[src/design/bmad_pkg.sv]
`timescale 1ns / 1ps
// shared types, codes and address maps for the banked memory access decoder
// no dependencies; used by bmad_decode and banked_memory_access_decoder

package bmad_pkg;

	localparam int unsigned BANK_BYTES = 65536;
	localparam int unsigned ADDR_W     = $clog2(BANK_BYTES);
	localparam int unsigned NUM_BANKS  = 4;
	localparam int unsigned BYTE_W     = 8;

	localparam logic [BYTE_W-1:0] BYTE_FF       = 8'hFF;
	localparam logic [ADDR_W-1:0] ROM_TOP       = 16'h6000;
	localparam logic [ADDR_W-1:0] DISK_ROM_BASE = 16'hE000;
	localparam logic [ADDR_W-1:0] FLAT_WR_BASE  = 16'h4000;

	// request kinds; code 3 is unused and does nothing
	typedef enum logic [1:0] {
		KIND_READ  = 2'd0,
		KIND_WRITE = 2'd1,
		KIND_LOAD  = 2'd2
	} bmad_kind_t;

	typedef enum logic [1:0] {
		MODE_FLAT = 2'd0,
		MODE_48K  = 2'd1,
		MODE_96K  = 2'd2,
		MODE_128K = 2'd3
	} bmad_mode_t;

	// bank index, also the load target code
	typedef enum logic [1:0] {
		BANK_ROM   = 2'd0,
		BANK_USER  = 2'd1,
		BANK_VIDEO = 2'd2,
		BANK_ALT   = 2'd3
	} bmad_bank_t;

	// bank that answers a read
	typedef enum logic [2:0] {
		SRC_NONE  = 3'd0,
		SRC_ROM   = 3'd1,
		SRC_USER  = 3'd2,
		SRC_VIDEO = 3'd3,
		SRC_ALT   = 3'd4
	} bmad_src_t;

	// decoded request: per-bank write enables and addresses, read source
	typedef struct packed {
		logic [NUM_BANKS-1:0]             we;
		logic [NUM_BANKS-1:0][ADDR_W-1:0] addr;
		bmad_src_t                        src;
	} bmad_acc_t;

	// 8K region remap of the 48K user mirror
	function automatic logic [2:0] user_region(input logic [2:0] r);
		logic [2:0] o;
		unique case (r)
			3'd0, 3'd1, 3'd4, 3'd5: o = 3'd4;
			default:                o = 3'd3;
		endcase
		return o;
	endfunction

	// 8K region remap of the video planes
	function automatic logic [2:0] video_region(input logic [2:0] r);
		logic [2:0] o;
		unique case (r)
			3'd0, 3'd1, 3'd4, 3'd5: o = 3'd5;
			default:                o = 3'd6;
		endcase
		return o;
	endfunction

endpackage

[src/design/bmad_decode.sv]
`timescale 1ns / 1ps
// address decode: bank addresses, write enables and read source of a request
// depends on bmad_pkg

module bmad_decode (
	input  bmad_pkg::bmad_kind_t            kind,
	input  logic [bmad_pkg::ADDR_W-1:0]     address,
	input  logic [1:0]                      bank_number,
	input  logic [7:0]                      bank_select,
	input  logic [7:0]                      video_select,
	input  logic                            disk_rom_off,
	input  bmad_pkg::bmad_mode_t            mode,
	input  logic                            disk_present,
	output bmad_pkg::bmad_acc_t             acc
);

	logic                          rom_ok;
	logic [bmad_pkg::ADDR_W-1:0]   user_addr;
	logic [bmad_pkg::ADDR_W-1:0]   vid_addr;
	logic [bmad_pkg::ADDR_W-1:0]   vid_map;
	logic                          is_load;

	assign is_load = (kind == bmad_pkg::KIND_LOAD);

	// rom window: low 24K, plus disk rom at the top when present and enabled
	assign rom_ok = (address < bmad_pkg::ROM_TOP) ||
		(disk_present && (address >= bmad_pkg::DISK_ROM_BASE) && !disk_rom_off);

	assign vid_map = {bmad_pkg::video_region(address[15:13]), address[12:0]};

	always_comb begin
		user_addr = address;
		if ((mode == bmad_pkg::MODE_48K) && !is_load) begin
			user_addr = {bmad_pkg::user_region(address[15:13]), address[12:0]};
		end
		vid_addr = vid_map;
		if ((mode == bmad_pkg::MODE_128K) || is_load) begin
			vid_addr = address;
		end
	end

	always_comb begin
		acc.we  = '0;
		acc.src = bmad_pkg::SRC_NONE;
		acc.addr[bmad_pkg::BANK_ROM]   = address;
		acc.addr[bmad_pkg::BANK_USER]  = user_addr;
		acc.addr[bmad_pkg::BANK_VIDEO] = vid_addr;
		acc.addr[bmad_pkg::BANK_ALT]   = is_load ? address : vid_map;

		unique case (kind)
			bmad_pkg::KIND_READ: begin
				unique case (mode)
					bmad_pkg::MODE_FLAT: begin
						acc.src = bmad_pkg::SRC_ROM;
					end
					bmad_pkg::MODE_128K: begin
						priority if (!bank_select[3] && rom_ok) begin
							acc.src = bmad_pkg::SRC_ROM;
						end else if (bank_select[1]) begin
							acc.src = bmad_pkg::SRC_VIDEO;
						end else if (!bank_select[2]) begin
							acc.src = bmad_pkg::SRC_USER;
						end else begin
							acc.src = bmad_pkg::SRC_NONE;
						end
					end
					default: begin
						priority if (!bank_select[4] && rom_ok) begin
							acc.src = bmad_pkg::SRC_ROM;
						end else if (!bank_select[5]) begin
							acc.src = bmad_pkg::SRC_USER;
						end else if (bank_select[6] && !video_select[2]) begin
							acc.src = bmad_pkg::SRC_VIDEO;
						end else if (bank_select[6] && !video_select[3]) begin
							acc.src = bmad_pkg::SRC_ALT;
						end else begin
							acc.src = bmad_pkg::SRC_NONE;
						end
					end
				endcase
			end
			bmad_pkg::KIND_WRITE: begin
				unique case (mode)
					bmad_pkg::MODE_FLAT: begin
						acc.we[bmad_pkg::BANK_ROM] = (address >= bmad_pkg::FLAT_WR_BASE);
					end
					bmad_pkg::MODE_128K: begin
						acc.we[bmad_pkg::BANK_USER]  = !bank_select[7];
						acc.we[bmad_pkg::BANK_VIDEO] = bank_select[6];
					end
					default: begin
						acc.we[bmad_pkg::BANK_USER]  = !bank_select[0];
						acc.we[bmad_pkg::BANK_VIDEO] = bank_select[1] && !video_select[2];
						acc.we[bmad_pkg::BANK_ALT]   = bank_select[2] && !video_select[3];
					end
				endcase
			end
			bmad_pkg::KIND_LOAD: begin
				acc.we[bank_number] = 1'b1;
			end
			default: begin
				acc.we = '0;
			end
		endcase
	end

endmodule

[config.mk]
export PLATFORM = sky130hd
export DESIGN_NAME = bmad_decode
export DESIGN_NICKNAME = d
export VERILOG_FILES = /design/src/design/bmad_pkg.sv /design/src/design/bmad_decode.sv
export SDC_FILE = /design/constraint.sdc
export NUM_CORES = 1
export LEC_CHECK = 0
export BUFFER_PORTS_ARGS = -buffer_cell sky130_fd_sc_hd__buf_2
export CAP_MARGIN = 5
export CORE_MARGIN = 2
export CORE_UTILIZATION = 36
export DETAILED_ROUTE_END_ITERATION = 16
export PLACE_DENSITY = 0.87
export SYNTH_ARGS = -nofsm -noshare
export SYNTH_HDL_FRONTEND = slang
export SYNTH_SLANG_ARGS = --single-unit
[constraint.sdc]
create_clock -name vclk -period 2.2
set_input_delay 0.11 -clock vclk [all_inputs]
set_output_delay 0.11 -clock vclk [all_outputs]
set_load 0.05 [all_outputs]
Word level (Yosys, flattened, before mapping):

Index checks and enable logic that the tools add are counted.
W data, S select, Z words.

* register bits after elaboration: 0
* bits of input ports: 40
* output and inout port bits: 71
* word-level logic and storage cells: 57

* magnitude comparators: 5
* eq/ne operators: 7
* mux-type cells: 20
* reductions and logical operators: 25

Operators by type and width (number)
* $mux W16: 3
* $mux W3: 6
* $ge A16 B15 Y1 const B: 1
* $ge A16 B16 Y1 const B: 1
* $lt A16 B15 Y1 const B: 1
* $logic_and A1 B1 Y1: 10
* $logic_not A1 Y1: 8
* $mux W2: 4
* $pmux W4 S2: 1
* $eq A3 B3 Y1 const B: 2
* $pmux W3 S2: 1
* $eq A2 B1 Y1 const B: 2
* $eq A2 B2 Y1 const B: 2
* $logic_not A2 Y1: 2
* $pmux W2 S2: 1
* $reduce_or A4 Y1: 1
* $eq A3 B1 Y1 const B: 1
* $logic_not A3 Y1: 1
* $lt A2 B3 Y1 const B: 1
* $mux W1: 3
* $demux W1 S2: 1
* $ge A2 B1 Y1 const B: 1
* $logic_or A1 B1 Y1: 2
* $reduce_or A2 Y1: 1

Logic depth before layout (Yosys ltp):

Gate-level depths: netlist (run 1).

* depth in word-level cells: 8
* mapped depth: 6
* depth with buffers taken out: 5

Least setup slack after synthesis (run 1):

OpenSTA, ideal clock, no wires.

* path kind: input to output
* start point: input port kind[0]
* end point: output port acc[48] (netlist bit)
* data arrival time: 1704 ps
* required time: 2090 ps
* slack: 386 ps
* stages on the path: 4
* path buffers: 1
* path through: inv_1 ha_1 buf_2 o31ai_1

RTL lines
* start: declaration: RTL line bmad_decode.sv:6 `input bmad_pkg::bmad_kind_t kind,`
* end: declaration: RTL line bmad_decode.sv:14 `output bmad_pkg::bmad_acc_t acc`

==> results of run 1 <==
final timing paths:
| path | cells past startpoint | to | startpoint |
|---|---|---|---|
| setup / recovery | 7 | acc[68] | mode[0] |
| hold / removal | 0 | acc[23] | address[4] |
per-stage QoR:
step                power [mW]  instances  hold WS [ps]  setup slack, ps
global route             0.183        124           220              495
CTS                      0.171        124           221              625
finish                   0.169        124           220              643
detailed placement       0.170        124           221              630
global placement         0.169        124           221              647
floorplan                0.381        116           327              386
power by group:
group	internal, mW	switching (mW)
combinational	0.0506	0.118
sequential	0	0
clock	0	0
total	0.0506	0.118
logic make-up after synthesis:
| family | Yosys count |
|---|---|
| adder cells (fa/ha/maj) | 6 |
| buffers and inverters | 66 |
| AO/OA/AOI/OAI | 20 |
| AND/OR/NAND/NOR | 23 |
| multiplexers | 1 |
critical path: stages:
cell,delay [ps]
buf_2,100
inv_1,40
ha_1,390
nor2b_1,240
nand3b_1,100
a21oi_1,170
buf_2,290
cell type report:
type,count,area [um^2],area share (%)
multi-input cells,50,388,60.1
repair buffers,40,200,31.0
well taps,28,35.0,5.43
inverters,6,22.5,3.49
routing by layer:
layer	track usage [%]	vias up	wire, um
li1	-	297	-
met1	10.3	252	490
met2	18.5	25	678
met3	3.95	16	229
met4	7.69	0	80
met5	0	-	0
placed cells by master, fill, tap and decap left out:
cell,netlist,routed
o22ai_1,1,1
or3_1,1,1
inv_1,6,6
nor2b_1,1,1
nand2_1,6,6
nand4_1,1,1
o31ai_2,1,1
o21ai_0,3,3
a31oi_1,1,1
o2111ai_1,1,1
mux2_2,1,1
a211o_1,1,1
nand2b_1,3,3
o2111ai_2,1,1
nand3b_2,1,1
o22a_1,1,1
o31ai_1,1,1
nand3_1,3,3
nand3b_1,4,4
o31a_1,1,1
a211o_2,1,1
o211ai_1,1,1
or3b_1,1,1
nor4_2,1,1
ha_1,6,6
buf_2,1,40
a21boi_0,1,1
nand4b_1,1,1
a21oi_1,3,3
o211a_1,1,1
o21bai_1,1,1
==> metrics.md, run 1 <==
| Metric | Value |
|---|---|
| Fmax | 642 MHz |
| Static leakage | 0.332 nW |
| Via/cell ratio | between 4 and 5 |
| Largest family of logic cells by synthesized area | buffers and inverters |
| Post-synthesis sequential area ratio | 0% |
| Via count | 590 |
| Worst vdd ir | 103 uV |
| Num sequential | 0 |
| Critical Path RT | 2090 ps |
| Kind of critical path | in2out |
| Clock buffers | 0 |
| Initial antenna violation count | 0 |
| Routability congestion estimate | 0.699 |
| Slew Viols, Final | 0 |
| Top cells by area, synth | buf_4 48%, ha_1 8.7%, nand3b_1 3.5% |
| Storage cell area | 0 um^2 |
| Total GRT Usage | 10.7% |
| CORE AREA | 2230 um^2 |
| RSZ-0062 raised after global routing | false |
| Period minus WS final | ~1600 ps |
| Synth Area in XOR/XNOR | 0% |
| Simple-gate area share of the yosys netlist | 17.0% |
| Startpoint types | input port |
| First-pass GRT wire length | roughly 2400 um |
| Num ports | approximately 110 |
| Design area | 646 um^2 |
| Post-route DRC | 0 |
| Pre-antenna DRT Iters | 2 |
| DR iter-0 viols | 3 |
| Crit. End Element | output pin |
| Largest net degree at the start of global routing | 14 |
| Cell taking the most area after synthesis | buf_4 |
| FP Rows | 17 |
| Placed instance area | 646 um^2 |
| Adder-cell share of the synthesized area | under 10% |
| ANT cells | 0 |
| Buffers on Ports | 40 |
| FILL cells | 267 |
| Slew HR | between 70% and 80% |
| Crit-path max FO | 8 |
| Initial Util | 38.5% |
| Post-CTS Hold Buffers | 0 |
| WP data arrival | 1450 ps |
| Mux contribution to synthesized area | around 1.3% |
| Antenna viol nets, final | 0 |
| PwrDens | 261 nW/um^2 |
| Final WL | around 1500 um |
| Setup bufs post-CTS | 0 |
| Complex-gate fraction of the synthesized area | a little under a fifth |
| Synthesis-to-layout area growth | -25.0% |
| Grt ovf | 0 |
| Vias in the first global route | 575 |
| PostCTS Resize Cnt | 0 |
| Top cells by count, synth | 55 x buf_4, 6 x ha_1, 6 x inv_1, 6 x nand2_1, 4 x nand3b_1 |
| WL/cell | ~12 um |
| Post-synthesis cell count | approximately 120 |
| Worst-Margin Slew | 314 ps |
| Hpwl dp | roughly 1300 um |
| Avg Cell Area, Syn | ~7.4 um^2 |
| Proportion of netlist area held by the largest area contributor | a little under half |
| Nets | 144 |
| Layout cell share with drive strength beyond 1 | 47.9% |
| Setup violators final | 0 |
| Die Ht | about 53 um |
| Status | finished clean |
| Final hold violation count | 0 |
| Final worst path period share | between 70 and 80% |
| Max cap viols | 0 |
| Setup TNS Final | 0 ps |
| Synth unique cells | 35 |
| Top-count cell post-synth | buf_4 |
| Die Wd | approximately 53 um |
| Die ar. | 2800 um^2 |
| Synth warn | 0 |
| Syn nets | around 160 |
| Hold WC Path Type | in2out |
| Mapped cell area | 861 um^2 |
| Core Util, Final | between 20% and 30% |
Note: power is estimated with default switching activity, not from simulation.
==> run 2: changes to the inputs <==
- CORE_UTILIZATION: 36 -> 30
- PLACE_DENSITY: 0.87 -> 0.77
- clock period: 2.2 -> 1.35 ns (I/O delays scaled with it)
==> run 2 against run 1 <==
Die area up 18%. Final area grew 23%. Cell count increased by 8.9%.
==> metrics.md, run 2 (synthesis gave the netlist of run 1 again) <==
| Metric | Value |
|---|---|
| FP Rows | 19 (was 17) |
| WL/cell | 12.2 um (was 11.9 um) |
| Buffers on Ports | 40 (unchanged) |
| Total GRT Usage | 9.37% (was 10.7%) |
| Kind of critical path | in2out (unchanged) |
| Initial antenna violation count | 0 (unchanged) |
| Die Ht | 57.6 um (was 52.9 um) |
| Core Util, Final | 29.1% (was 28.9%) |
| Crit-path max FO | 3 (was 8) |
| PostCTS Resize Cnt | 6 (was 0) |
| Setup bufs post-CTS | 0 (unchanged) |
| DR iter-0 viols | 9 (was 3) |
| Num sequential | 0 (unchanged) |
| Slew Viols, Final | 0 (unchanged) |
| Antenna viol nets, final | 0 (unchanged) |
| Fmax | slightly below 800 MHz |
| Setup TNS Final | 0 ps (unchanged) |
| Dpl ws | -137 ps (was 630 ps) |
| Die Wd | 57.6 um (was 52.9 um) |
| Slew HR | 79.8% (was 79.1%) |
| Storage cell area | 0 um^2 (unchanged) |
| Grt ovf | 0 (unchanged) |
| Final WS setup | 52.9 ps (was 643 ps) |
| Nets | 152 (was 144) |
| Startpoint types | input port (unchanged) |
| CORE AREA | 2730 um^2 (was 2230 um^2) |
| Max cap viols | 0 (unchanged) |
| Post-CTS Hold Buffers | 0 (unchanged) |
| Via count | 621 (was 590) |
| Final WL | 1650 um (was 1480 um) |
| Hold WC Path Type | in2out (unchanged) |
| Design Power | 325 uW (was 169 uW) |
| Critical Path RT | 1280 ps (was 2090 ps) |
| Hpwl dp | 1460 um (was 1290 um) |
| Period minus WS final | about 1300 ps |
| Commonest non-fill, non-tap cell in the layout | buf_2 (unchanged) |
| Crit. End Element | output pin (unchanged) |
| Routability congestion estimate | 0.702 (was 0.699) |
| Num ports | 111 (unchanged) |
| Pre-antenna DRT Iters | 3 (was 2) |
| Layout cell share with drive strength beyond 1 | 59.6% (was 47.9%) |
| Largest net degree at the start of global routing | 9 (was 14) |
| Worst vdd ir | 195 uV (was 103 uV) |
| RSZ-0062 raised after global routing | false (unchanged) |
| Final hold violation count | 0 (unchanged) |
| Worst-Margin Slew | 301 ps (was 314 ps) |
| Static leakage | 0.382 nW (was 0.332 nW) |
| WP data arrival | 1230 ps (was 1450 ps) |
| Most frequent cells in the layout | 36 x buf_2, 10 x buf_4, 6 x inv_1, 6 x nand2_1, 5 x ha_1 (was 40 x buf_2, 6 x inv_1, 6 x nand2_1, 6 x ha_1, 4 x nand3b_1) |
| Post-route DRC | 0 (unchanged) |
| Clock buffers | 0 (unchanged) |
| First-pass GRT wire length | 2620 um (was 2380 um) |
| Synthesis-to-layout area growth | -7.56% (was -25.0%) |
| ANT cells | 0 (unchanged) |
| Initial Util | 31.5% (was 38.5%) |
| PwrDens | 409 nW/um^2 (was 261 nW/um^2) |
| Setup violators final | 0 (unchanged) |
| Die ar. | 3310 um^2 (was 2800 um^2) |
| Vias in the first global route | 610 (was 575) |
| Via/cell ratio | 4.60 (was 4.76) |
| Final worst path period share | 96.1% |
| Status | finished clean (unchanged) |
run 2: cell types whose count changed in the layout (fill, tap and decap cells not counted), moves of 2 or more:
cell | previous run | this run
a21oi_1 | 3 | 0
a21oi_2 | 0 | 2
buf_2 | 40 | 36
buf_4 | 0 | 10
buf_6 | 0 | 2
o21ai_0 | 3 | 1
o21ai_1 | 0 | 2
run 2: per-stage QoR:
stage          hold WS (ps)  cell area, um^2  cells
6_report                135              796    135
5_1_grt                 135              796    135
4_1_cts                 136              787    135
3_5_place_dp            136              763    135
3_3_place_gp            136              763    135
2_1_floorplan           205              915    116
run 2: path summary, 6_finish.rpt:
path / start / to / slack [ps] / cells after the start
hold / removal: address[2] / acc[21] / 140 / 0
setup / recovery: mode[0] / acc[0] / 50 / 7
run 2: where the power goes:
group	leakage [nW]	switching [mW]	internal (mW)	total (mW)
Combinational	0.382	0.212	0.113	0.325
Clock	0	0	0	0
Sequential	0	0	0	0
Total	0.382	0.212	0.113	0.325
run 2: cell type report:
type,instances,area [um^2]
Fill cell,292,1940
Timing Repair Buffer,48,278
Tap cell,31,38.8
Multi-Input combinational cell,50,457
Inverter,6,22.5
run 2: worst max-delay path, stage by stage:
cell and delay [ps]:
buf_2 100, buf_4 130, ha_1 220, buf_4 150
o31a_1 270, o211a_1 110, buf_4 180
run 2: metal layers:
metal / track usage [%] / wire length, um / vias to the layer above
met5: 0 / 0 / -
met3: 2.49 / 185 / 9
met4: 2.66 / 23 / 0
met1: 10.5 / 615 / 283
met2: 17.2 / 828 / 18
li1: - / - / 311
==> run 3: changes to the inputs <==
- CORE_ASPECT_RATIO: default -> 0.75
- MAX_ROUTING_LAYER: default -> met4
==> run 3 against run 2 <==
Sequential cell count stayed put. Final area is 2.4% higher. Clock-buffer cell count stayed put. Die area is 0.14% higher. Hold slack stayed put. Core utilization is 1.5 points higher. Global-route usage is 0.10 points lower. Power is 1.5% higher. Critical endpoint unchanged.
==> metrics.md, run 3 (synthesis gave the netlist of run 1 again) <==
| Metric | Value |
|---|---|
| Most frequent cells in the layout | 37 x buf_2, 11 x buf_4, 6 x nand2_1 (was 36 x buf_2, 10 x buf_4, 6 x inv_1, 6 x nand2_1, 5 x ha_1) |
| Worst vdd ir | 138 uV (was 195 uV) |
| Cells after DPL | 143 (was 135) |
| Buffers on Ports | 40 (unchanged) |
| Fmax | 764 MHz (was 771 MHz) |
| Design Power | 330 uW (was 325 uW) |
| Core Util, Final | 30.6% (was 29.1%) |
| Max cap viols | 0 (unchanged) |
| Via count | 624 (was 621) |
| Clock buffers | 0 (unchanged) |
| Kind of critical path | in2out (unchanged) |
| Num sequential | 0 (unchanged) |
| Final WS setup | 41.4 ps (was 52.9 ps) |
| Grt ovf | 0 (unchanged) |
| First-pass GRT wire length | 2460 um (was 2620 um) |
| WP data arrival | 1240 ps (was 1230 ps) |
| CP peak stage delay | 280 ps (was 270 ps) |
| Design area | 815 um^2 (was 796 um^2) |
| FP Rows | 16 (was 19) |
| Die ar. | 3320 um^2 (was 3310 um^2) |
| Area of the multi-input gates | 457 um^2 (unchanged) |
| Initial Util | 32.3% (was 31.5%) |
| RSZ-0062 raised after global routing | false (unchanged) |
| Final WL | 1620 um (was 1650 um) |
| Slew Viols, Final | 0 (unchanged) |
| Crit. End Element | output pin (unchanged) |
| Routability congestion estimate | 0.781 (was 0.702) |
| Synthesis-to-layout area growth | -5.38% (was -7.56%) |
| WP buf/inv | 4 (unchanged) |
| Critical Path RT | 1280 ps (about the same) |
| Setup violators final | 0 (unchanged) |
| Met3 WL | 87 um (was 185 um) |
| Cell chain of the critical path | buf_2 > buf_4 > ha_1 > buf_4 > o31a_1 > o211a_1 > buf_2 (was buf_2 > buf_4 > ha_1 > buf_4 > o31a_1 > o211a_1 > buf_4) |
| Vias in the first global route | 595 (was 610) |
| Via/cell ratio | 4.39 (was 4.60) |
| Num ports | 111 (unchanged) |
| WL/cell | 11.4 um (was 12.2 um) |
| Post-route DRC | 0 (unchanged) |
| Initial antenna violation count | 0 (unchanged) |
| CORE AREA | 2660 um^2 (was 2730 um^2) |
| Total GRT Usage | 9.27% (was 9.37%) |
| Hpwl dp | 1390 um (was 1460 um) |
| Antenna viol nets, final | 0 (unchanged) |
| Startpoint types | input port (unchanged) |
| Layout cell share with drive strength beyond 1 | 62.3% (was 59.6%) |
| Final worst path period share | 96.9% (was 96.1%) |
| DR WL met2 | 827 um (was 828 um) |
| Final hold violation count | 0 (unchanged) |
| Critical path's top delay family | buffers and inverters (unchanged) |
| Hold WC Path Type | in2out (unchanged) |
| DR iter-0 viols | 5 (was 9) |
| Die Ht | 50.4 um (was 57.6 um) |
| Largest net degree at the start of global routing | 10 (was 9) |
| ANT cells | 0 (unchanged) |
| Die Wd | 65.9 um (was 57.6 um) |
| Crit-path max FO | 4 (was 3) |
| Static leakage | 0.390 nW (was 0.382 nW) |
| Met1 Routed Length | 684 um (was 615 um) |
| PwrDens | 405 nW/um^2 (was 409 nW/um^2) |
| Nets | 154 (was 152) |
| Post-Layout Cell Count | 142 (was 135) |
| Period minus WS final | 1310 ps (was 1300 ps) |
| FILL cells | 290 (was 292) |
| Uppermost routed layer | met4 (unchanged) |
| Critical path's slowest cell | o31a_1 (unchanged) |
| Status | finished clean (unchanged) |
| Commonest non-fill, non-tap cell in the layout | buf_2 (unchanged) |
| Pre-antenna DRT Iters | 4 (was 3) |
| Placed instance area | 792 um^2 (was 763 um^2) |
| Dpl ws | -119 ps (was -137 ps) |
| Worst-Margin Slew | 309 ps (was 301 ps) |
| Slew HR | 79.3% (was 79.8%) |
| Storage cell area | 0 um^2 (unchanged) |
==> run 3: what timing repair did <==
action / 4_1_cts / 5_1_grt
hold buffers: 0 / 0
gates resized for setup: 4 / 6
setup buffers: 0 / 0
setup endpoints to repair: 4 / 5
pin swaps: 0 / 3
==> run 3: layer usage <==
layer / vias up / track usage [%]
met1: 282 / 11.2
met5: - / -
met3: 6 / 1.57
met4: 0 / 1.39
met2: 17 / 16.5
li1: 319 / -
==> run 3: layout make-up <==
| cell class | instances | area share [%] |
|---|---|---|
| timing repair buffer | 50 | 35.6 |
| multi-input combinational | 50 | 56.1 |
| tap | 36 | 5.53 |
| inverter | 6 | 2.76 |
==> run 3: path summary, 6_finish.rpt <==
check | slack (ps) | cells after the start | start | endpoint
setup / recovery | 40 | 7 | mode[0] | acc[0]
hold / removal | 140 | 0 | address[0] | acc[3]
==> run 3: per-stage QoR <==
stage	hold WS, ps	TNS [ps]
after floorplan	205	-0.202
after global placement	136	-130
after detailed placement	136	-252
after CTS	136	0
after global routing	135	0
final	135	0
==> run 3: report_power, final <==
| group | internal, mW | switching, mW |
|---|---|---|
| registers | 0 | 0 |
| clock network | 0 | 0 |
| logic | 0.116 | 0.214 |
| total | 0.116 | 0.214 |
